[config.mk]
export PLATFORM = sky130hd
export DESIGN_NAME = datetime_text_parser
export DESIGN_NICKNAME = d
export VERILOG_FILES = /design/src/rtl/dtp_pkg.sv /design/src/rtl/dtp_scan.sv /design/src/rtl/dtp_check.sv /design/src/rtl/datetime_text_parser.sv
export SDC_FILE = /design/constraint.sdc
export NUM_CORES = 1
export LEC_CHECK = 0
export BUFFER_PORTS_ARGS = -buffer_cell sky130_fd_sc_hd__buf_4
export CAP_MARGIN = 20
export CORE_AREA = 4 4 157 159
export DETAILED_ROUTE_END_ITERATION = 16
export DIE_AREA = 0 0 161 163
export HOLD_SLACK_MARGIN = 0.08
export PLACE_DENSITY_LB_ADDON = 0.2
export SLEW_MARGIN = 5
export SYNTH_ARGS = -nofsm -noshare
export SYNTH_HDL_FRONTEND = slang
export SYNTH_SLANG_ARGS = --single-unit
[constraint.sdc]
create_clock -name clk -period 5.75 [get_ports clk]
set_clock_uncertainty 0.1 [all_clocks]
set_input_delay 0.2875 -clock clk [delete_from_list [all_inputs] [get_ports clk]]
set_output_delay 0.2875 -clock clk [all_outputs]
set_load 0.05 [all_outputs]
[src/rtl/dtp_pkg.sv]
// Date-time text parser: shared types, codes and small constant functions.
// Used by dtp_scan, dtp_check and datetime_text_parser. No dependencies.
`timescale 1ns / 1ps
`default_nettype none

package dtp_pkg;

	localparam logic [2:0] PH_SEC  = 3'd0;
	localparam logic [2:0] PH_MIN  = 3'd1;
	localparam logic [2:0] PH_HOUR = 3'd2;
	localparam logic [2:0] PH_DAY  = 3'd3;
	localparam logic [2:0] PH_MON  = 3'd4;
	localparam logic [2:0] PH_YEAR = 3'd5;

	localparam logic [1:0] ST_OK    = 2'd0;
	localparam logic [1:0] ST_FAIL  = 2'd1;
	localparam logic [1:0] ST_BLANK = 2'd2;

	localparam logic [7:0] CH_SPACE = 8'h20;
	localparam logic [7:0] CH_DASH  = 8'h2D;
	localparam logic [7:0] CH_SLASH = 8'h2F;
	localparam logic [7:0] CH_COLON = 8'h3A;
	localparam logic [7:0] CH_ZERO  = 8'h30;
	localparam logic [7:0] CH_NINE  = 8'h39;

	localparam int NUM_SMALL = 5;
	localparam logic [6:0]  SMALL_LIMIT = 7'd127;
	localparam logic [17:0] YEAR_LIMIT  = 18'd16383;

	// One finished parse, handed from the scanner to the checker.
	typedef struct packed {
		logic        blank;
		logic        failed;
		logic [5:0]  present;
		logic [13:0] year;
		logic        year_c100;  // year % 100 == 0
		logic [1:0]  year_r4;    // (year / 100) % 4
		logic [6:0]  month;
		logic [6:0]  day;
		logic [6:0]  hour;
		logic [6:0]  minute;
		logic [6:0]  second;
	} cand_t;

	// digit times ten to the place, places 0..4; higher places give 0
	function automatic logic [16:0] place_value(input logic [3:0] d, input logic [2:0] p);
		logic [16:0] v;
		case (p)
			3'd0: v = 17'(d);
			3'd1: v = 17'(d) * 17'd10;
			3'd2: v = 17'(d) * 17'd100;
			3'd3: v = 17'(d) * 17'd1000;
			3'd4: v = 17'(d) * 17'd10000;
			default: v = 17'd0;
		endcase
		return v;
	endfunction

	function automatic logic [4:0] month_days(input logic [3:0] m, input logic leap);
		logic [4:0] n;
		case (m)
			4'd4, 4'd6, 4'd9, 4'd11: n = 5'd30;
			4'd2: n = leap ? 5'd29 : 5'd28;
			4'd1, 4'd3, 4'd5, 4'd7, 4'd8, 4'd10, 4'd12: n = 5'd31;
			default: n = 5'd0;
		endcase
		return n;
	endfunction

endpackage

`default_nettype wire

[src/rtl/dtp_scan.sv]
// Date-time text parser: character scanner, one beat per cycle while accept is high.
// Builds the field accumulators and registers a candidate on the final beat. Uses dtp_pkg.
`timescale 1ns / 1ps
`default_nettype none

module dtp_scan (
	input  wire              clk,
	input  wire              arst_n,
	input  wire              en,
	input  wire              accept,
	input  wire  [7:0]       char_code,
	input  wire              is_final,
	output logic             cand_valid_s2,
	output dtp_pkg::cand_t   cand_s2
);

	logic [2:0]  phase_q, phase_n;
	logic [13:0] year_q, year_n;
	logic [6:0]  acc_q [dtp_pkg::NUM_SMALL];
	logic [6:0]  acc_n [dtp_pkg::NUM_SMALL];
	logic [5:0]  pres_q, pres_n;
	logic [2:0]  place_q, place_n;
	logic        started_q, started_n;
	logic        done_q, done_n;
	logic        failed_q, failed_n;
	logic        c100_q, c100_n;
	logic [1:0]  r4_q, r4_n;

	logic [3:0]  dig;
	logic [16:0] pval;
	logic [9:0]  small_sum;
	logic [17:0] year_sum;
	logic [2:0]  aidx;

	assign dig  = char_code[3:0];
	assign pval = dtp_pkg::place_value(dig, place_q);
	assign aidx = (phase_q < dtp_pkg::PH_YEAR) ? phase_q : dtp_pkg::PH_SEC;
	assign small_sum = 10'(acc_q[aidx]) + pval[9:0];
	assign year_sum  = 18'(year_q) + 18'(pval);

	always_comb begin
		phase_n   = phase_q;
		year_n    = year_q;
		acc_n     = acc_q;
		pres_n    = pres_q;
		place_n   = place_q;
		started_n = started_q;
		done_n    = done_q;
		failed_n  = failed_q;
		c100_n    = c100_q;
		r4_n      = r4_q;
		if (!done_q && (started_q || char_code != dtp_pkg::CH_SPACE)) begin
			started_n = 1'b1;
			if (char_code >= dtp_pkg::CH_ZERO && char_code <= dtp_pkg::CH_NINE) begin
				if (phase_q < dtp_pkg::PH_YEAR) begin
					if ((dig != 4'd0 && place_q >= 3'd3) ||
					    small_sum > 10'(dtp_pkg::SMALL_LIMIT)) begin
						failed_n = 1'b1;
						done_n   = 1'b1;
					end else begin
						acc_n[aidx] = small_sum[6:0];
						pres_n[phase_q] = 1'b1;
						place_n = (place_q < 3'd7) ? place_q + 3'd1 : 3'd7;
					end
				end else if (phase_q == dtp_pkg::PH_YEAR) begin
					if ((dig != 4'd0 && place_q >= 3'd5) || year_sum > dtp_pkg::YEAR_LIMIT) begin
						failed_n = 1'b1;
						done_n   = 1'b1;
					end else begin
						year_n = year_sum[13:0];
						pres_n[dtp_pkg::PH_YEAR] = 1'b1;
						place_n = (place_q < 3'd7) ? place_q + 3'd1 : 3'd7;
						case (place_q)
							3'd0, 3'd1: if (dig != 4'd0) c100_n = 1'b0;
							3'd2: r4_n = r4_q + dig[1:0];
							3'd3: r4_n = r4_q + {dig[0], 1'b0};
							default: r4_n = r4_q;
						endcase
					end
				end else begin
					failed_n = 1'b1;
					done_n   = 1'b1;
				end
			end else if (char_code == dtp_pkg::CH_DASH || char_code == dtp_pkg::CH_SLASH) begin
				place_n = 3'd0;
				case (phase_q)
					dtp_pkg::PH_SEC: begin
						acc_n[dtp_pkg::PH_DAY] = acc_q[dtp_pkg::PH_SEC];
						acc_n[dtp_pkg::PH_SEC] = 7'd0;
						pres_n[dtp_pkg::PH_DAY] = pres_q[dtp_pkg::PH_SEC];
						pres_n[dtp_pkg::PH_SEC] = 1'b0;
						phase_n = dtp_pkg::PH_MON;
					end
					dtp_pkg::PH_DAY: phase_n = dtp_pkg::PH_MON;
					dtp_pkg::PH_MON: phase_n = dtp_pkg::PH_YEAR;
					default: begin
						place_n  = place_q;
						failed_n = 1'b1;
						done_n   = 1'b1;
					end
				endcase
			end else if (char_code == dtp_pkg::CH_COLON) begin
				place_n = 3'd0;
				case (phase_q)
					dtp_pkg::PH_SEC: phase_n = dtp_pkg::PH_MIN;
					dtp_pkg::PH_MIN: phase_n = dtp_pkg::PH_HOUR;
					default: begin
						place_n  = place_q;
						failed_n = 1'b1;
						done_n   = 1'b1;
					end
				endcase
			end else if (char_code == dtp_pkg::CH_SPACE) begin
				case (phase_q)
					dtp_pkg::PH_HOUR: begin
						phase_n = dtp_pkg::PH_DAY;
						place_n = 3'd0;
					end
					dtp_pkg::PH_YEAR: done_n = 1'b1;
					default: begin
						failed_n = 1'b1;
						done_n   = 1'b1;
					end
				endcase
			end else begin
				failed_n = 1'b1;
				done_n   = 1'b1;
			end
		end
	end

	always_ff @(posedge clk or negedge arst_n) begin
		if (!arst_n) begin
			phase_q   <= dtp_pkg::PH_SEC;
			year_q    <= '0;
			for (int i = 0; i < dtp_pkg::NUM_SMALL; i++) acc_q[i] <= '0;
			pres_q    <= '0;
			place_q   <= '0;
			started_q <= 1'b0;
			done_q    <= 1'b0;
			failed_q  <= 1'b0;
			c100_q    <= 1'b1;
			r4_q      <= '0;
		end else if (accept) begin
			if (is_final) begin
				phase_q   <= dtp_pkg::PH_SEC;
				year_q    <= '0;
				for (int i = 0; i < dtp_pkg::NUM_SMALL; i++) acc_q[i] <= '0;
				pres_q    <= '0;
				place_q   <= '0;
				started_q <= 1'b0;
				done_q    <= 1'b0;
				failed_q  <= 1'b0;
				c100_q    <= 1'b1;
				r4_q      <= '0;
			end else begin
				phase_q   <= phase_n;
				year_q    <= year_n;
				acc_q     <= acc_n;
				pres_q    <= pres_n;
				place_q   <= place_n;
				started_q <= started_n;
				done_q    <= done_n;
				failed_q  <= failed_n;
				c100_q    <= c100_n;
				r4_q      <= r4_n;
			end
		end
	end

	always_ff @(posedge clk or negedge arst_n) begin
		if (!arst_n) begin
			cand_valid_s2 <= 1'b0;
		end else if (en) begin
			cand_valid_s2 <= accept && is_final;
		end
	end

	always_ff @(posedge clk) begin
		if (accept && is_final) begin
			cand_s2.blank     <= !started_n;
			cand_s2.failed    <= failed_n;
			cand_s2.present   <= pres_n;
			cand_s2.year      <= year_n;
			cand_s2.year_c100 <= c100_n;
			cand_s2.year_r4   <= r4_n;
			cand_s2.month     <= acc_n[dtp_pkg::PH_MON];
			cand_s2.day       <= acc_n[dtp_pkg::PH_DAY];
			cand_s2.hour      <= acc_n[dtp_pkg::PH_HOUR];
			cand_s2.minute    <= acc_n[dtp_pkg::PH_MIN];
			cand_s2.second    <= acc_n[dtp_pkg::PH_SEC];
		end
	end

endmodule

`default_nettype wire

[src/rtl/dtp_check.sv]
// Date-time text parser: merge with the stored date-time, Gregorian check, result register.
// Holds the stored date-time. Uses dtp_pkg.
`timescale 1ns / 1ps
`default_nettype none

module dtp_check (
	input  wire             clk,
	input  wire             arst_n,
	input  wire             en,
	input  wire             cand_valid,
	input  wire dtp_pkg::cand_t cand,
	output logic            out_valid_q,
	output logic [1:0]      status_q,
	output logic [13:0]     year_out_q,
	output logic [3:0]      month_out_q,
	output logic [4:0]      day_out_q,
	output logic [4:0]      hour_out_q,
	output logic [5:0]      minute_out_q,
	output logic [5:0]      second_out_q
);

	logic [13:0] kyear_q;
	logic [3:0]  kmonth_q;
	logic [4:0]  kday_q;
	logic [4:0]  khour_q;
	logic [5:0]  kminute_q;
	logic [5:0]  ksecond_q;
	logic        kc100_q;
	logic [1:0]  kr4_q;

	logic        use_year;
	logic [13:0] y;
	logic        c100;
	logic [1:0]  r4;
	logic [6:0]  mo, d, h, mi, s;
	logic        leap, ok;
	logic [4:0]  mdays;
	logic [1:0]  status;

	always_comb begin
		use_year = cand.present[dtp_pkg::PH_YEAR] && cand.year != 14'd0;
		y    = use_year ? cand.year : kyear_q;
		c100 = use_year ? cand.year_c100 : kc100_q;
		r4   = use_year ? cand.year_r4 : kr4_q;
		mo = (cand.present[dtp_pkg::PH_MON] && cand.month != 7'd0) ? cand.month : 7'(kmonth_q);
		d  = (cand.present[dtp_pkg::PH_DAY] && cand.day != 7'd0) ? cand.day : 7'(kday_q);
		h  = cand.present[dtp_pkg::PH_HOUR] ? cand.hour : 7'(khour_q);
		mi = cand.present[dtp_pkg::PH_MIN] ? cand.minute : 7'(kminute_q);
		s  = cand.present[dtp_pkg::PH_SEC] ? cand.second : 7'(ksecond_q);
		leap  = (y[1:0] == 2'd0 && !c100) || (c100 && r4 == 2'd0);
		mdays = dtp_pkg::month_days(mo[3:0], leap);
		ok = y >= 14'd1 && y <= 14'd9999 && mo >= 7'd1 && mo <= 7'd12 &&
		     d >= 7'd1 && d <= 7'(mdays) && h < 7'd24 && mi < 7'd60 && s < 7'd60;
		if (cand.blank)
			status = dtp_pkg::ST_BLANK;
		else if (cand.failed || !ok)
			status = dtp_pkg::ST_FAIL;
		else
			status = dtp_pkg::ST_OK;
	end

	always_ff @(posedge clk or negedge arst_n) begin
		if (!arst_n) begin
			kyear_q   <= '0;
			kmonth_q  <= '0;
			kday_q    <= '0;
			khour_q   <= '0;
			kminute_q <= '0;
			ksecond_q <= '0;
			kc100_q   <= 1'b1;
			kr4_q     <= '0;
			out_valid_q <= 1'b0;
		end else if (en) begin
			out_valid_q <= cand_valid;
			if (cand_valid) begin
				case (status)
					dtp_pkg::ST_OK: begin
						kyear_q   <= y;
						kmonth_q  <= mo[3:0];
						kday_q    <= d[4:0];
						khour_q   <= h[4:0];
						kminute_q <= mi[5:0];
						ksecond_q <= s[5:0];
						kc100_q   <= c100;
						kr4_q     <= r4;
					end
					dtp_pkg::ST_FAIL: begin
						kyear_q   <= '0;
						kmonth_q  <= '0;
						kday_q    <= '0;
						khour_q   <= '0;
						kminute_q <= '0;
						ksecond_q <= '0;
						kc100_q   <= 1'b1;
						kr4_q     <= '0;
					end
					default: kyear_q <= kyear_q;
				endcase
			end
		end
	end

	always_ff @(posedge clk) begin
		if (en && cand_valid) begin
			status_q <= status;
			case (status)
				dtp_pkg::ST_OK: begin
					year_out_q   <= y;
					month_out_q  <= mo[3:0];
					day_out_q    <= d[4:0];
					hour_out_q   <= h[4:0];
					minute_out_q <= mi[5:0];
					second_out_q <= s[5:0];
				end
				dtp_pkg::ST_FAIL: begin
					year_out_q   <= '0;
					month_out_q  <= '0;
					day_out_q    <= '0;
					hour_out_q   <= '0;
					minute_out_q <= '0;
					second_out_q <= '0;
				end
				default: begin
					year_out_q   <= kyear_q;
					month_out_q  <= kmonth_q;
					day_out_q    <= kday_q;
					hour_out_q   <= khour_q;
					minute_out_q <= kminute_q;
					second_out_q <= ksecond_q;
				end
			endcase
		end
	end

endmodule

`default_nettype wire

[src/rtl/datetime_text_parser.sv]
// Date-time text parser, top level: stream ports around scanner and checker.
// Instantiates dtp_scan and dtp_check; uses dtp_pkg.
//
// Characters of a "Y-M-D h:m:s" string come in one beat per cycle, last character
// first, with tlast on the string's first character. Each beat updates small field
// accumulators; the tlast beat produces one result beat, registered first in the candidate
// register and then, after merge/check, in the output register, giving status and the
// stored date-time. A new character is taken every cycle while the output side is not
// stalled; s_tready follows the output register being free or being drained.
`timescale 1ns / 1ps
`default_nettype none

module datetime_text_parser (
	input  wire         clk,
	input  wire         arst_n,
	input  wire         s_tvalid,
	output logic        s_tready,
	input  wire  [7:0]  s_tdata,   // [7:0] char_code
	input  wire         s_tlast,   // is_final
	output logic        m_tvalid,
	input  wire         m_tready,
	output logic [39:0] m_tdata,   // year_out, month_out, day_out, hour_out, minute_out, second_out
	output logic [1:0]  m_tuser    // status
);

	logic           en;
	logic           accept;
	logic           cand_valid_s2;
	dtp_pkg::cand_t cand_s2;
	logic [13:0]    year_out;
	logic [3:0]     month_out;
	logic [4:0]     day_out;
	logic [4:0]     hour_out;
	logic [5:0]     minute_out;
	logic [5:0]     second_out;

	assign en       = !m_tvalid || m_tready;
	assign s_tready = en;
	assign accept   = s_tvalid && en;

	dtp_scan u_scan (
		.clk           (clk),
		.arst_n        (arst_n),
		.en            (en),
		.accept        (accept),
		.char_code     (s_tdata),
		.is_final      (s_tlast),
		.cand_valid_s2 (cand_valid_s2),
		.cand_s2       (cand_s2)
	);

	dtp_check u_check (
		.clk          (clk),
		.arst_n       (arst_n),
		.en           (en),
		.cand_valid   (cand_valid_s2),
		.cand         (cand_s2),
		.out_valid_q  (m_tvalid),
		.status_q     (m_tuser),
		.year_out_q   (year_out),
		.month_out_q  (month_out),
		.day_out_q    (day_out),
		.hour_out_q   (hour_out),
		.minute_out_q (minute_out),
		.second_out_q (second_out)
	);

	assign m_tdata = {second_out, minute_out, hour_out, day_out, month_out, year_out};

endmodule

`default_nettype wire
Yosys cells after proc, flatten, opt, wreduce, memory -nomap -nowiden
Cells that the tools add are included.
{"block": "word_totals", "elab_cells": 304, "romBits": 0, "latchBits": 0, "mem_bits_rw": 0, "ff_bits": 214, "n_memories": 0}
{"block": "classes", "bitwise": 2, "addsub": 5, "div": 0, "shift": 0, "eq_ne": 40, "mux": 129, "n_lt_le_gt_ge": 21, "reduce_logical": 61, "multipliers": 4}
{"cell": "35-bit two-way mux", "count": 4}
{"cell": "14-bit two-way mux", "count": 8}
{"cell": "7-bit two-way mux", "count": 15}
{"cell": "17-bit case mux with 5 select lines", "count": 1}
{"cell": "3-bit two-way mux", "count": 22}
{"cell": "1-bit two-way mux", "count": 49}
{"cell": "35-bit bitwise mux", "count": 1}
{"cell": "8-bit by 6-bit equality test with 1-bit output (second input constant)", "count": 4}
{"cell": "14-bit case mux with 2 select lines", "count": 1}
{"cell": "6-bit case mux with 2 select lines", "count": 2}
{"cell": "1-bit logical AND", "count": 22}
{"cell": "7-bit binary-select mux with 3-bit select", "count": 1}
{"cell": "7-bit demux with 3-bit select", "count": 1}
{"cell": "4-bit equality test (second input constant)", "count": 5}
{"cell": "2-bit two-way mux", "count": 10}
{"cell": "4-bit inequality test (second input constant)", "count": 5}
{"cell": "5-bit case mux with 2 select lines", "count": 2}
{"cell": "14-bit by 17-bit adder with 18-bit output", "count": 1}
{"cell": "18-bit by 14-bit greater-than comparator with 1-bit output (second input constant)", "count": 1}
{"cell": "6-bit two-way mux", "count": 3}
{"cell": "4-bit by 3-bit equality test with 1-bit output (second input constant)", "count": 4}
{"cell": "5-bit case mux with 3 select lines", "count": 1}
{"cell": "14-bit by 1-bit >= comparator with 1-bit output (second input constant)", "count": 1}
{"cell": "7-bit by 1-bit >= comparator with 1-bit output (second input constant)", "count": 2}
{"cell": "other kinds (60)", "count": 96}

Logic depth before layout (Yosys ltp)
Gate-level depths: netlist of the first run.
{"block": "logic_depth", "word_depth": 20, "mapped_depth": 25}

Modules after synthesis
Synthesis of the first run repeated with hierarchy kept, for this count alone.
{"block": "hier_totals", "cells_unflattened": 1415, "area_unflattened_um2": 13538.0}
{"module": "dtp_scan", "area_per_inst_um2": 8494.4, "instances": 1, "cells_per_inst": 876, "seq_area_each_um2": 3504.6}
{"module": "dtp_check", "area_per_inst_um2": 5021.1, "instances": 1, "cells_per_inst": 537, "seq_area_each_um2": 2363.5}
{"module": "datetime_text_parser", "area_per_inst_um2": 22.5, "instances": 1, "cells_per_inst": 2, "seq_area_each_um2": 0.0}

Least setup slack after synthesis of the first run
OpenSTA, ideal clock, no wires.
{"block": "synth_timing", "path_kind": "input -> register", "start": "input port s_tdata[1]", "end": "register, netlist name u_scan.cand_s2[51]", "setup_slack_ns": 0.483, "required_ns": 5.390, "setup_ns": 0.260, "path_stages": 23, "arrival_ns": 4.907, "cell_sequence": "fa_1 -> inv_1 -> fa_1 -> inv_1 -> ha_1 -> nor2b_1 -> o21ai_0 -> nand2b_1 -> nor2b_1 -> o21ai_0 -> nand2_1 -> xnor2_1 -> o22ai_1 -> ha_1 -> o21ai_0 -> nand2b_1 -> a21oi_1 -> a21oi_1 -> mux2_4 -> or4_4 -> buf_6 -> buf_2 -> mux2_2"}
{"block": "synth_between", "elab_chain_cells": 10, "elab_cells_between_ends": 21, "classes_between": "add/sub: 1; mul: 4; order compare: 3; eq/ne: 1; mux: 6; reduce/logical: 6"}
{"element": "from (decl)", "line": "datetime_text_parser.sv:18", "text": "input wire [7:0] s_tdata,"}
{"element": "4-bit by 10-bit multiplier with 13-bit output, or another cell as far along", "line": "dtp_pkg.sv:53", "text": "3'd4: v = 17'(d) * 17'd10000;"}
{"element": "17-bit case mux with 5 select lines", "line": "dtp_pkg.sv:48", "text": "case (p)"}
{"element": "14-bit by 17-bit adder with 18-bit output", "line": "dtp_scan.sv:39", "text": "assign year_sum = 18'(year_q) + 18'(pval);"}
{"element": "18-bit by 14-bit greater-than comparator with 1-bit output", "line": "dtp_scan.sv:66", "text": "if ((dig != 4'd0 && place_q >= 3'd5) || year_sum > dtp_pkg::YEAR_LIMIT) begin"}
{"element": "1-bit logical OR", "line": "dtp_scan.sv:66"}
{"element": "14-bit two-way mux", "line": "dtp_scan.sv:66"}
{"element": "14-bit two-way mux", "line": "dtp_scan.sv:65", "text": "end else if (phase_q == dtp_pkg::PH_YEAR) begin"}
{"element": "14-bit two-way mux", "line": "dtp_scan.sv:55", "text": "if (phase_q < dtp_pkg::PH_YEAR) begin"}
{"element": "14-bit two-way mux", "line": "dtp_scan.sv:54", "text": "if (char_code >= dtp_pkg::CH_ZERO && char_code <= dtp_pkg::CH_NINE) begin"}
{"element": "14-bit two-way mux (*)", "line": "dtp_scan.sv:52", "text": "if (!done_q && (started_q || char_code != dtp_pkg::CH_SPACE)) begin"}
{"element": "net u_scan.year_n[13]", "line": "dtp_scan.sv:18", "text": "logic [13:0] year_q, year_n;"}
Mark *: on every way through the listed nets, which the timed path passes. The rest lies on a longest branch.
A chain may end at the register's enable or synchronous reset.

Final worst setup path of the first run
{"block": "layout_timing", "start": "register u_scan.place_q[2]", "end": "register u_scan.acc_q[31] (netlist bit)"}
{"block": "layout_between", "elab_chain_cells": 10, "elab_cells_between_ends": 17, "classes_between": "add/sub: 1; order compare: 2; eq/ne: 4; mux: 7; reduce/logical: 3"}
{"element": "from (decl)", "line": "dtp_scan.sv:22", "text": "logic [2:0] place_q, place_n;"}
{"element": "from (signal assigned)", "line": "dtp_scan.sv:161", "text": "place_q <= place_n;"}
{"element": "3-bit equality test, or another cell as far along", "line": "dtp_pkg.sv:48"}
{"element": "17-bit case mux with 5 select lines", "line": "dtp_pkg.sv:48"}
{"element": "7-bit by 10-bit adder with 10-bit output", "line": "dtp_scan.sv:38", "text": "assign small_sum = 10'(acc_q[aidx]) + pval[9:0];"}
{"element": "10-bit by 7-bit greater-than comparator with 1-bit output", "line": "dtp_scan.sv:57", "text": "small_sum > 10'(dtp_pkg::SMALL_LIMIT)) begin"}
{"element": "1-bit logical OR", "line": "dtp_scan.sv:56", "text": "if ((dig != 4'd0 && place_q >= 3'd3) ||"}
{"element": "35-bit two-way mux (*)", "line": "dtp_scan.sv:56"}
{"element": "35-bit two-way mux (*)", "line": "dtp_scan.sv:55"}
{"element": "7-bit two-way mux (*)", "line": "dtp_scan.sv:54"}
{"element": "35-bit two-way mux (*)", "line": "dtp_scan.sv:52"}
{"element": "35-bit two-way mux (*)", "line": "dtp_scan.sv:145", "text": "if (is_final) begin"}
{"element": "to (signal assigned)", "line": "dtp_scan.sv:159", "text": "acc_q <= acc_n;"}
{"element": "to (decl)", "line": "dtp_scan.sv:19", "text": "logic [6:0] acc_q [dtp_pkg::NUM_SMALL];"}
Every way passes the cells marked *; elsewhere a longest branch is shown, timed or not.

==> results of run 1 <==
-- timing repair --
| item | CTS | global route |
|---|---|---|
| endpoints found under the hold margin | 54 | 0 |
| gates resized for setup | 0 | 0 |
| hold buffers | 1 | 0 |
-- flip-flops by register name (all words and copies together) (netlist names), 5 cells and up --
| register | cells |
|---|---|
| u_check.kday_q | 5 |
| u_check.second_out_q | 6 |
| u_check.kyear_q | 14 |
| u_scan.cand_s2 | 60 |
| u_check.kminute_q | 6 |
| u_check.minute_out_q | 6 |
| u_scan.acc_q | 35 |
| u_check.year_out_q | 14 |
| u_scan.year_q | 14 |
| u_check.hour_out_q | 5 |
| u_check.day_out_q | 5 |
| u_check.ksecond_q | 6 |
| u_check.khour_q | 5 |
| u_scan.pres_q | 6 |
-- stage by stage --
step | setup WS, ns | power [uW] | cells | instance area, sq um
finish | 0.415 | 4560 | 1611 | 14300
global route | 0.171 | 4780 | 1611 | 14300
CTS | 0.492 | 4560 | 1610 | 14300
detailed placement | 0.0483 | 3040 | 1567 | 13500
global placement | 0.167 | 3020 | 1567 | 13500
floorplan | 0.483 | 2680 | 1217 | 12700
-- layout by cell type (no fill, tap or decap), types with 8 or more instances in the layout --
cell type / n
dfrtp_1: 110
xor2_1: 14
o221ai_1: 8
mux2i_1: 31
edfxtp_1: 102
o21ai_0: 106
nor2b_1: 14
clkbuf_16: 23
buf_4: 82
a22o_1: 64
a21o_1: 8
nor2_1: 60
nand3_1: 24
nor3_1: 12
o211ai_1: 9
ha_1: 69
nand2b_1: 23
inv_1: 42
o22ai_1: 8
nand4_1: 11
a32o_1: 20
o21a_1: 12
xnor2_1: 19
nand2_1: 169
a21oi_1: 43
fa_1: 12
and3_1: 9
a22oi_1: 15
-- report_power, final --
| group | switching, uW | internal [uW] |
|---|---|---|
| clock | 602 | 927 |
| combinational | 709 | 431 |
| sequential | 139 | 1750 |
-- kinds of logic (layout without fill, tap and decap cells) --
kind of cell / after synthesis / count (layout) / synth area share (%)
adder cells (fa/ha/maj): 81 / 81 / 8.70
XOR/XNOR: 33 / 33 / 2.28
multiplexers: 46 / 46 / 4.43
AND/OR/NAND/NOR: 371 / 371 / 14.0
AO/OA/AOI/OAI: 379 / 379 / 21.4
buffers and inverters: 93 / 168 / 2.93
flip-flops: 214 / 214 / 46.2
-- area by class of cell --
type                            count  area [sq um]
Inverter                           43           161
Sequential cell                   214          5870
Timing Repair Buffer               83           626
Multi-Input combinational cell    910          6450
Fill cell                        1968          8980
Clock buffer                       28           604
Tap cell                          319           399
Clock inverter                     14           171
-- path summary, 6_finish.rpt --
| path | start | end | slack, ns |
|---|---|---|---|
| worst min-delay path | s_tlast | u_scan.acc_q[24] | 0.17 |
| min in group asynchronous | arst_n | u_check.khour_q[2] | 0.28 |
| max in group asynchronous | arst_n | u_scan.r4_q[1] | 4.02 |
| worst min register to register | u_scan.cand_valid_s2 | u_check.out_valid_q | 0.39 |
| worst max-delay path | u_scan.place_q[2] | u_scan.acc_q[31] | 0.42 |
| worst max register to register | u_scan.place_q[2] | u_scan.acc_q[31] | 0.42 |
-- per-layer routing --
metal | part of all wire [%] | global-route usage (%) | up-vias | routed length, um
li1 | - | - | 4708 | -
met4 | 2.4 | 6.79 | 2 | 743
met5 | 0.041 | 0 | - | 13
met1 | 46 | 35.5 | 4768 | 14400
met3 | 6.9 | 3.49 | 48 | 2160
met2 | 45 | 36.9 | 378 | 14100
==> flow_metrics.py, run 1 <==
metrics = {
    "critical_path": {
        "path_delay_family": "compound AO/OA/AOI/OAI gates",
        "ff2ff_path_depth": 14,
        "arrival_ns": 5.63,
        "cp.required_ns": 6.05,
        "cp-end-kind": "register",
        "path_class": "reg -> reg",
        "critPathLaunchType": "register",
        "crit_chain": "inv_1, ha_1, inv_1, o22ai_1, ha_1, and3_1, a221o_1, o21ai_0, mux2_2, nand4_1, a21o_1, or4_1, a31o_2, a22o_1",
        "worst-path-max-fanout": 14,
        "crit_buf_inv": 2,
        "path_depth": 14,
        "slowest_stage": "dfrtp_1",
        "crit_path_max_incr_delay_ns": 0.55,
    },
    "final_layout": {
        "diodes": 0,
        "drive_gt1_share_pct": 13.0,
        "utilization_pct": 61.4,
        "syn_to_final_growth_pct": 12.5,
        "nets": 1369,
    },
    "cts": {
        "cts_max_level": 1,
        "cts_buffers": 23,
        "clock-root-buffer": "clkbuf_16",
        "clock_path_buffers": 3,
        "tritoncts": "done",
        "clock_latency_ns": 0.51,
        "cts_setup_buffers": 0,
        "clk_pin_slew_worst_paths_ns": 0.06,
        "cts_num_sinks": 214,
    },
    "logic_synthesis": {
        "avgSynthCellArea_sq_um": 10.4,
        "yosysSeqAreaShare_pct": 46.2,
        "synthFlopType": "dfrtp_1",
        "synth.area.top_cells": "edfxtp_1 24%, dfrtp_1 22%, ha_1 6.8%, nand2_1 5.0%, a22o_1 4.4%",
        "yosysWarnings": 0,
        "synth_commonest_cells": "169 x nand2_1, 110 x dfrtp_1, 106 x o21ai_0, 102 x edfxtp_1, 69 x ha_1",
        "yosys.area.top_type": "edfxtp_1",
        "synth_cell_type_count": 87,
        "syn_area_sq_um": 12700,
        "synth-edff-count": 102,
        "synth_top_area_share_pct": 24.1,
        "synthArstFlopShare_pct": 52.3,
        "syn_nets": 1311,
        "synth-seq-cells": 214,
        "synth.most_common_cell": "nand2_1",
        "syn_inst": 1217,
    },
    "placement": {
        "place_hpwl_mm": 22.2,
        "port_buffers": 56,
        "gp_congestion": 0.918,
    },
    "status": {
        "status": "completed",
    },
    "routing": {
        "vias": 9904,
        "ant_nets": 0,
        "drt_iter0_markers": 961,
        "viasPerCell": 6.15,
        "wire_per_inst_um": 19.5,
        "drc": 0,
        "first_pass_iters": 9,
        "wirelength_mm": 31.3,
    },
    "floorplanning": {
        "ios": 57,
        "rows": 56,
        "die-width_um": 161,
        "initial_utilization_pct": 54.6,
        "core_area_sq_um": 23300,
        "die_h_um": 163,
        "die_area_sq_um": 26200,
    },
    "power_and_ir_drop": {
        "vdd_drop_max_v": 0.000185,
        "leakage_uw": 0.00605,
        "pwr_density_cell_nw_per_um2": 319,
    },
    "grt": {
        "track_usage_pct": 23.9,
        "grt_max_degree": 58,
        "grt_pass1_vias": 9443,
        "grt_overflow": 0,
        "antenna_found_initial": 1,
        "grt_pass1_wl_mm": 51.0,
    },
    "worst_hold_path": {
        "min_path_type": "in -> reg",
        "min_delay_path_depth": 2,
    },
    "sta": {
        "timing.final.hold_violations": 0,
        "fin_crit_sh_pct": 92.8,
        "worstMarginPinSlew_ns": 1.10,
        "rsz0062_at_grt": "no",
        "slew_violations": 0,
        "maxSlewHeadroom_pct": 26.2,
        "hold_ws_ns": 0.166,
        "max_freq_mhz": 187,
        "finalSetupViolCount": 0,
        "finalSetupTns_ns": 0,
        "period_minus_slack_ns": 5.33,
    },
    "flow_run": {
        "maxCapViolCount": 0,
    },
}
Note: power is estimated with default switching activity, not from simulation.
==> run 2, diff against run 1 <==
--- a/config.mk
+++ b/config.mk
@@ -11,8 +11,9 @@
 export DETAILED_ROUTE_END_ITERATION = 16
 export DIE_AREA = 0 0 161 163
 export HOLD_SLACK_MARGIN = 0.08
-export PLACE_DENSITY_LB_ADDON = 0.2
+export PLACE_DENSITY = 0.76
 export SLEW_MARGIN = 5
 export SYNTH_ARGS = -nofsm -noshare
 export SYNTH_HDL_FRONTEND = slang
 export SYNTH_SLANG_ARGS = --single-unit
+export TNS_END_PERCENT = 100
==> flow_metrics.py, run 2 (same netlist as run 1, synthesis figures left out) <==
metrics = {
    "status": {
        "status": "completed",
    },
    "final_layout": {
        "fin_area_sq_um": 14200,
        "largest_reg_flops": 60,
        "fillers": 1932,
        "nets": 1368,
        "regMostFlops": "u_scan.cand_s2",
        "diodes": 0,
        "drive_gt1_share_pct": 13.2,
        "final_common_cell": "nand2_1",
        "syn_to_final_growth_pct": 12.2,
        "utilization_pct": 61.2,
        "top_regs": "u_scan.cand_s2 (60), u_scan.acc_q (35)",
        "final_cell_mix": "169 x nand2_1, 110 x dfrtp_1, 106 x o21ai_0",
    },
    "routing": {
        "drt_iter0_markers": 847,
        "viasPerCell": 6.17,
        "wire_per_inst_um": 18.9,
        "drc": 0,
        "wirelength_mm": 30.4,
        "first_pass_iters": 5,
        "ant_nets": 0,
        "vias": 9931,
    },
    "sta": {
        "timing.final.hold_violations": 0,
        "finalSetupViolCount": 0,
        "finalSetupTns_ns": 0,
        "rsz0062_at_grt": "no",
        "maxSlewHeadroom_pct": 24.1,
        "max_freq_mhz": 195,
        "worstMarginPinSlew_ns": 1.13,
        "slew_violations": 0,
        "fin_crit_sh_pct": 89.3,
        "hold_ws_ns": 0.160,
        "period_minus_slack_ns": 5.13,
    },
    "placement": {
        "place_hpwl_mm": 22.1,
        "place_area_sq_um": 13500,
        "port_buffers": 56,
        "gp_congestion": 0.926,
    },
    "cts": {
        "cts_num_sinks": 214,
        "cts_buffers": 22,
        "clk_pin_slew_worst_paths_ns": 0.06,
        "clock-root-buffer": "clkbuf_16",
        "clock_latency_ns": 0.52,
        "clock_path_buffers": 3,
        "cts_max_level": 1,
        "cts_setup_buffers": 0,
        "tritoncts": "done",
    },
    "critical_path": {
        "arrival_ns": 5.43,
        "startpoint": "u_scan.place_q[0]",
        "slowest_stage": "dfrtp_1",
        "r2r_start": "u_scan.place_q[0]",
        "critPathLaunchType": "register",
        "crit_chain": "inv_1, ha_1, and2_0, a22oi_1, nand2_1, ha_1, and3_1, a221o_1, o21ai_0, mux2_2, nand4_1, a21oi_2, nand4_1, buf_4, nand2b_1, o311ai_0",
        "worst-path-max-fanout": 22,
        "crit_buf_inv": 2,
        "path_class": "reg -> reg",
        "path_delay_family": "compound AO/OA/AOI/OAI gates",
        "cp-end-kind": "register",
        "crit_path_max_incr_delay_ns": 0.48,
        "cp.required_ns": 6.04,
    },
    "power_and_ir_drop": {
        "p_comb_share_pct": 25.5,
        "vdd_drop_max_v": 0.000201,
        "pwr-share-clk_pct": 32.4,
        "leakage_uw": 0.00603,
        "power_uw": 4460,
        "p_seq_share_pct": 42.2,
        "p_sw_share_pct": 32.6,
        "pwr_density_cell_nw_per_um2": 313,
        "p_sw_uw": 1450,
        "intPower_uw": 3010,
    },
    "floorplanning": {
        "ios": 57,
        "die_h_um": 163,
        "initial_utilization_pct": 54.6,
        "core_area_sq_um": 23300,
        "die_area_sq_um": 26200,
        "rows": 56,
        "die-width_um": 161,
    },
    "grt": {
        "antenna_found_initial": 0,
        "track_usage_pct": 23.2,
        "grt_overflow": 0,
        "grt_pass1_wl_mm": 49.7,
        "grt_max_degree": 65,
        "grt_pass1_vias": 9425,
    },
    "worst_hold_path": {
        "min_path_type": "in -> reg",
        "hp-start": "m_tready",
    },
    "flow_run": {
        "maxCapViolCount": 0,
    },
}
## run 2: cell count changes in the layout (fill, tap and decap cells not counted)
cell	change
bufinv_16	-2
clkbuf_1	-1
clkbuf_16	-1
clkbuf_8	+1
clkinv_1	-3
clkinv_2	-1
clkinv_4	+2
clkinv_8	+1
clkinvlp_4	+1
inv_6	+1
## run 2: power by group through the flow
| stage | logic, uW | clock network, uW | registers, uW |
|---|---|---|---|
| 4_1_cts | 1120 | 1470 | 1880 |
| 3_3_place_gp | 1090 | 0 | 1900 |
| 5_1_grt | 1250 | 1530 | 1900 |
| 6_report | 1130 | 1440 | 1880 |
| 2_1_floorplan | 761 | 0 | 1910 |
| 3_5_place_dp | 1110 | 0 | 1910 |
## run 2: layout make-up
cell class / count / area (sq um) / area share, %
Clock buffer: 27 / 589 / 4.14
Clock inverter: 13 / 145 / 1.02
Inverter: 43 / 161 / 1.13
Multi-Input combinational cell: 910 / 6450 / 45.3
Sequential cell: 214 / 5870 / 41.2
Tap cell: 319 / 399 / 2.80
Timing Repair Buffer: 83 / 626 / 4.39
## run 2: timing repair
action                                  in CTS  in global routing
endpoints found under the hold margin       62                  0
resized for setup                            0                  0
endpoints found under the setup margin       0                  0
hold buffers                                 1                  0
## run 2: through the flow
step / worst slack [ns] / instances
2_1_floorplan: 0.483 / 1217
3_3_place_gp: 0.168 / 1568
3_5_place_dp: 0.0811 / 1568
4_1_cts: 0.605 / 1609
5_1_grt: 0.253 / 1609
6_report: 0.616 / 1609
## run 2: path summary, 6_finish.rpt
| path | end | slack (ns) | cells past startpoint |
|---|---|---|---|
| worst max-delay path | u_scan.acc_q[22] | 0.62 | 16 |
| worst min-delay path | u_check.out_valid_q | 0.16 | 3 |
| worst max register to register | u_scan.acc_q[22] | 0.62 | 16 |
| worst min register to register | u_check.out_valid_q | 0.36 | 2 |
| max in group asynchronous | u_scan.year_q[0] | 3.99 | 3 |
| min in group asynchronous | u_check.khour_q[3] | 0.33 | 2 |
## run 2: layer usage
layer	part of all wire, %	wire (um)	track usage (%)	vias up
li1	-	-	-	4699
met4	3.3	1000	7.75	0
met2	45	13800	36.1	376
met5	0	0	0	-
met3	7.3	2240	3.95	60
met1	44	13400	33.3	4796
## run 2: worst register-to-register path, stage by stage (launching register included)
cell	delay, ns
dfrtp_1	0.48
inv_1	0.13
ha_1	0.30
and2_0	0.26
a22oi_1	0.22
nand2_1	0.22
ha_1	0.41
and3_1	0.20
a221o_1	0.36
o21ai_0	0.47
mux2_2	0.26
nand4_1	0.14
a21oi_2	0.46
nand4_1	0.16
buf_4	0.27
nand2b_1	0.23
o311ai_0	0.36
==> run 3, diff against run 2 <==
--- a/config.mk
+++ b/config.mk
@@ -7,11 +7,13 @@
 export LEC_CHECK = 0
 export BUFFER_PORTS_ARGS = -buffer_cell sky130_fd_sc_hd__buf_4
 export CAP_MARGIN = 20
-export CORE_AREA = 4 4 157 159
+export CORE_AREA = 4 4 173 175
+export CTS_CLUSTER_DIAMETER = 30
 export DETAILED_ROUTE_END_ITERATION = 16
-export DIE_AREA = 0 0 161 163
+export DIE_AREA = 0 0 177 179
+export GPL_TIMING_DRIVEN = 0
 export HOLD_SLACK_MARGIN = 0.08
-export PLACE_DENSITY = 0.76
+export PLACE_DENSITY = 0.65
 export SLEW_MARGIN = 5
 export SYNTH_ARGS = -nofsm -noshare
 export SYNTH_HDL_FRONTEND = slang
==> flow_metrics.py, run 3 (same netlist as run 1, synthesis figures left out) <==
metrics = {
    "routing": {
        "ant_nets": 0,
        "drc": 0,
        "drt_iter0_markers": 1024,
        "wirelength_mm": 33.2,
        "wire_per_inst_um": 19.2,
        "first_pass_iters": 7,
        "viasPerCell": 5.88,
        "vias": 10200,
    },
    "final_layout": {
        "fin_cells": 1731,
        "fillers": 2516,
        "nets": 1412,
        "diodes": 0,
        "top_regs": "u_scan.cand_s2 (60), u_scan.acc_q (35)",
        "syn_to_final_growth_pct": 18.0,
        "largest_reg_flops": 60,
        "multiInputGateArea_sq_um": 6460,
        "final_cell_mix": "169 x nand2_1, 110 x dfrtp_1, 106 x o21ai_0",
        "utilization_pct": 52.6,
        "final_common_cell": "nand2_1",
        "regArea_sq_um": 5870,
        "drive_gt1_share_pct": 14.2,
        "regMostFlops": "u_scan.cand_s2",
    },
    "grt": {
        "grt_overflow": 0,
        "grt_max_degree": 74,
        "grt_pass1_vias": 9879,
        "track_usage_pct": 21.0,
        "grtUsageMet2_pct": 33.5,
        "grt_pass1_wl_mm": 54.0,
        "globalRouteMet1Util_pct": 29.9,
        "met3_usage_pct": 3.06,
        "antenna_found_initial": 0,
        "grt_busiest_layer": "met2",
    },
    "power_and_ir_drop": {
        "intPower_uw": 3550,
        "pwr_density_cell_nw_per_um2": 351,
        "leakage_uw": 0.00629,
        "power_uw": 5260,
        "p_comb_share_pct": 22.6,
        "p_sw_share_pct": 32.5,
        "p_seq_share_pct": 35.8,
        "p_sw_uw": 1710,
        "pwr-share-clk_pct": 41.6,
        "vdd_drop_max_v": 0.000203,
    },
    "floorplanning": {
        "die-width_um": 177,
        "rows": 62,
        "initial_utilization_pct": 44.6,
        "die_area_sq_um": 31700,
        "core_area_sq_um": 28500,
        "ios": 57,
        "die_h_um": 179,
    },
    "cts": {
        "clock_latency_ns": 0.52,
        "cts_num_sinks": 214,
        "clock-root-buffer": "clkbuf_16",
        "clock_path_buffers": 3,
        "tritoncts": "done",
        "clk_pin_slew_worst_paths_ns": 0.05,
        "cts_buffers": 38,
        "cts_max_level": 2,
    },
    "sta": {
        "period_minus_slack_ns": 5.52,
        "timing.final.hold_violations": 0,
        "worstMarginPinSlew_ns": 1.01,
        "maxSlewHeadroom_pct": 31.6,
        "slew_violations": 0,
        "fin_crit_sh_pct": 96.0,
        "finalSetupViolCount": 0,
        "finalSetupTns_ns": 0,
        "max_freq_mhz": 181,
    },
    "worst_hold_path": {
        "min_path_type": "in -> async",
    },
    "critical_path": {
        "crit_chain": "buf_4, fa_1, inv_1, fa_1, inv_1, ha_1, a21oi_1, nand2_1, xor2_1, a222oi_1, inv_1, ha_1, o21ai_0, o211ai_1, o311ai_2, a21oi_1, mux2_4, nor4_2, a21oi_1, o221ai_1, a22o_1",
        "critPathLaunchType": "input pin",
        "path_delay_family": "compound AO/OA/AOI/OAI gates",
        "cp-end-kind": "register",
        "cp.required_ns": 6.09,
        "startpoint": "s_tdata[1]",
        "crit_buf_inv": 4,
        "worst-path-max-fanout": 11,
        "slowest_stage": "nor4_2",
        "r2r_start": "u_scan.place_q[2]",
        "crit_path_max_incr_delay_ns": 0.67,
        "path_class": "in -> reg",
        "arrival_ns": 5.87,
    },
    "placement": {
        "gp_congestion": 0.939,
        "place_hpwl_mm": 24.7,
        "place_inst": 1659,
        "port_buffers": 55,
    },
    "flow_run": {
        "maxCapViolCount": 0,
    },
    "status": {
        "status": "completed",
    },
}
==> run 3: changes by cell type in the layout (fill, tap and decap cells not counted), sizes merged <==
cell / previous run / this run
clkbuf: 27 / 79
buf: 82 / 75
clkinvlp: 2 / 7
clkinv: 7 / 10
inv: 45 / 48
dlygate4sd3: 1 / 2
==> run 3: repair_timing <==
action | CTS | global route
endpoints found under the setup margin | 0 | 48
buffers inserted | 0 | 1
gates resized for setup | 0 | 4
endpoints found under the hold margin | 112 | 0
hold buffers | 2 | 0
==> run 3: through the flow <==
step	setup slack (ns)	cell area, sq um	hold WS, ns
2_1_floorplan	0.483	12700	-0.108
3_3_place_gp	-0.391	13600	0.339
3_5_place_dp	-0.408	13700	0.133
4_1_cts	0.0889	15000	0.151
5_1_grt	-0.00239	15000	0.186
6_report	0.227	15000	0.148
==> run 3: power by group through the flow <==
stage / Clock [uW] / Sequential, uW / Combinational (uW)
after floorplan: 0 / 1910 / 761
after global placement: 0 / 1900 / 1140
after detailed placement: 0 / 1900 / 1170
after CTS: 2220 / 1880 / 1170
after global routing: 2300 / 1890 / 1310
final: 2190 / 1880 / 1190
==> run 3: cell type report <==
class / instances / share of cell area (%)
multi-input combinational: 910 / 43.1
sequential: 214 / 39.2
clock buffer: 45 / 6.73
timing repair buffer: 61 / 3.42
tap: 384 / 3.21
clock inverter: 24 / 1.84
buffer: 50 / 1.42
inverter: 43 / 1.08
==> run 3: final timing paths <==
| check | cells after the start | slack, ns | end |
|---|---|---|---|
| worst max-delay path | 21 | 0.23 | u_scan.r4_q[1] |
| worst min-delay path | 2 | 0.15 | u_check.ksecond_q[0] |
| worst max register to register | 17 | 0.40 | u_scan.cand_s2[1] |
| worst min register to register | 2 | 0.35 | u_check.out_valid_q |
| max in group asynchronous | 3 | 4.63 | u_scan.c100_q |
| min in group clk | 5 | 0.27 | u_scan.started_q |
==> run 3: per-layer routing <==
metal / vias to the layer above / share of wire [%]
met5: - / 0
met4: 0 / 2.6
met3: 59 / 5.6
met2: 351 / 46
met1: 4948 / 46
li1: 4812 / -
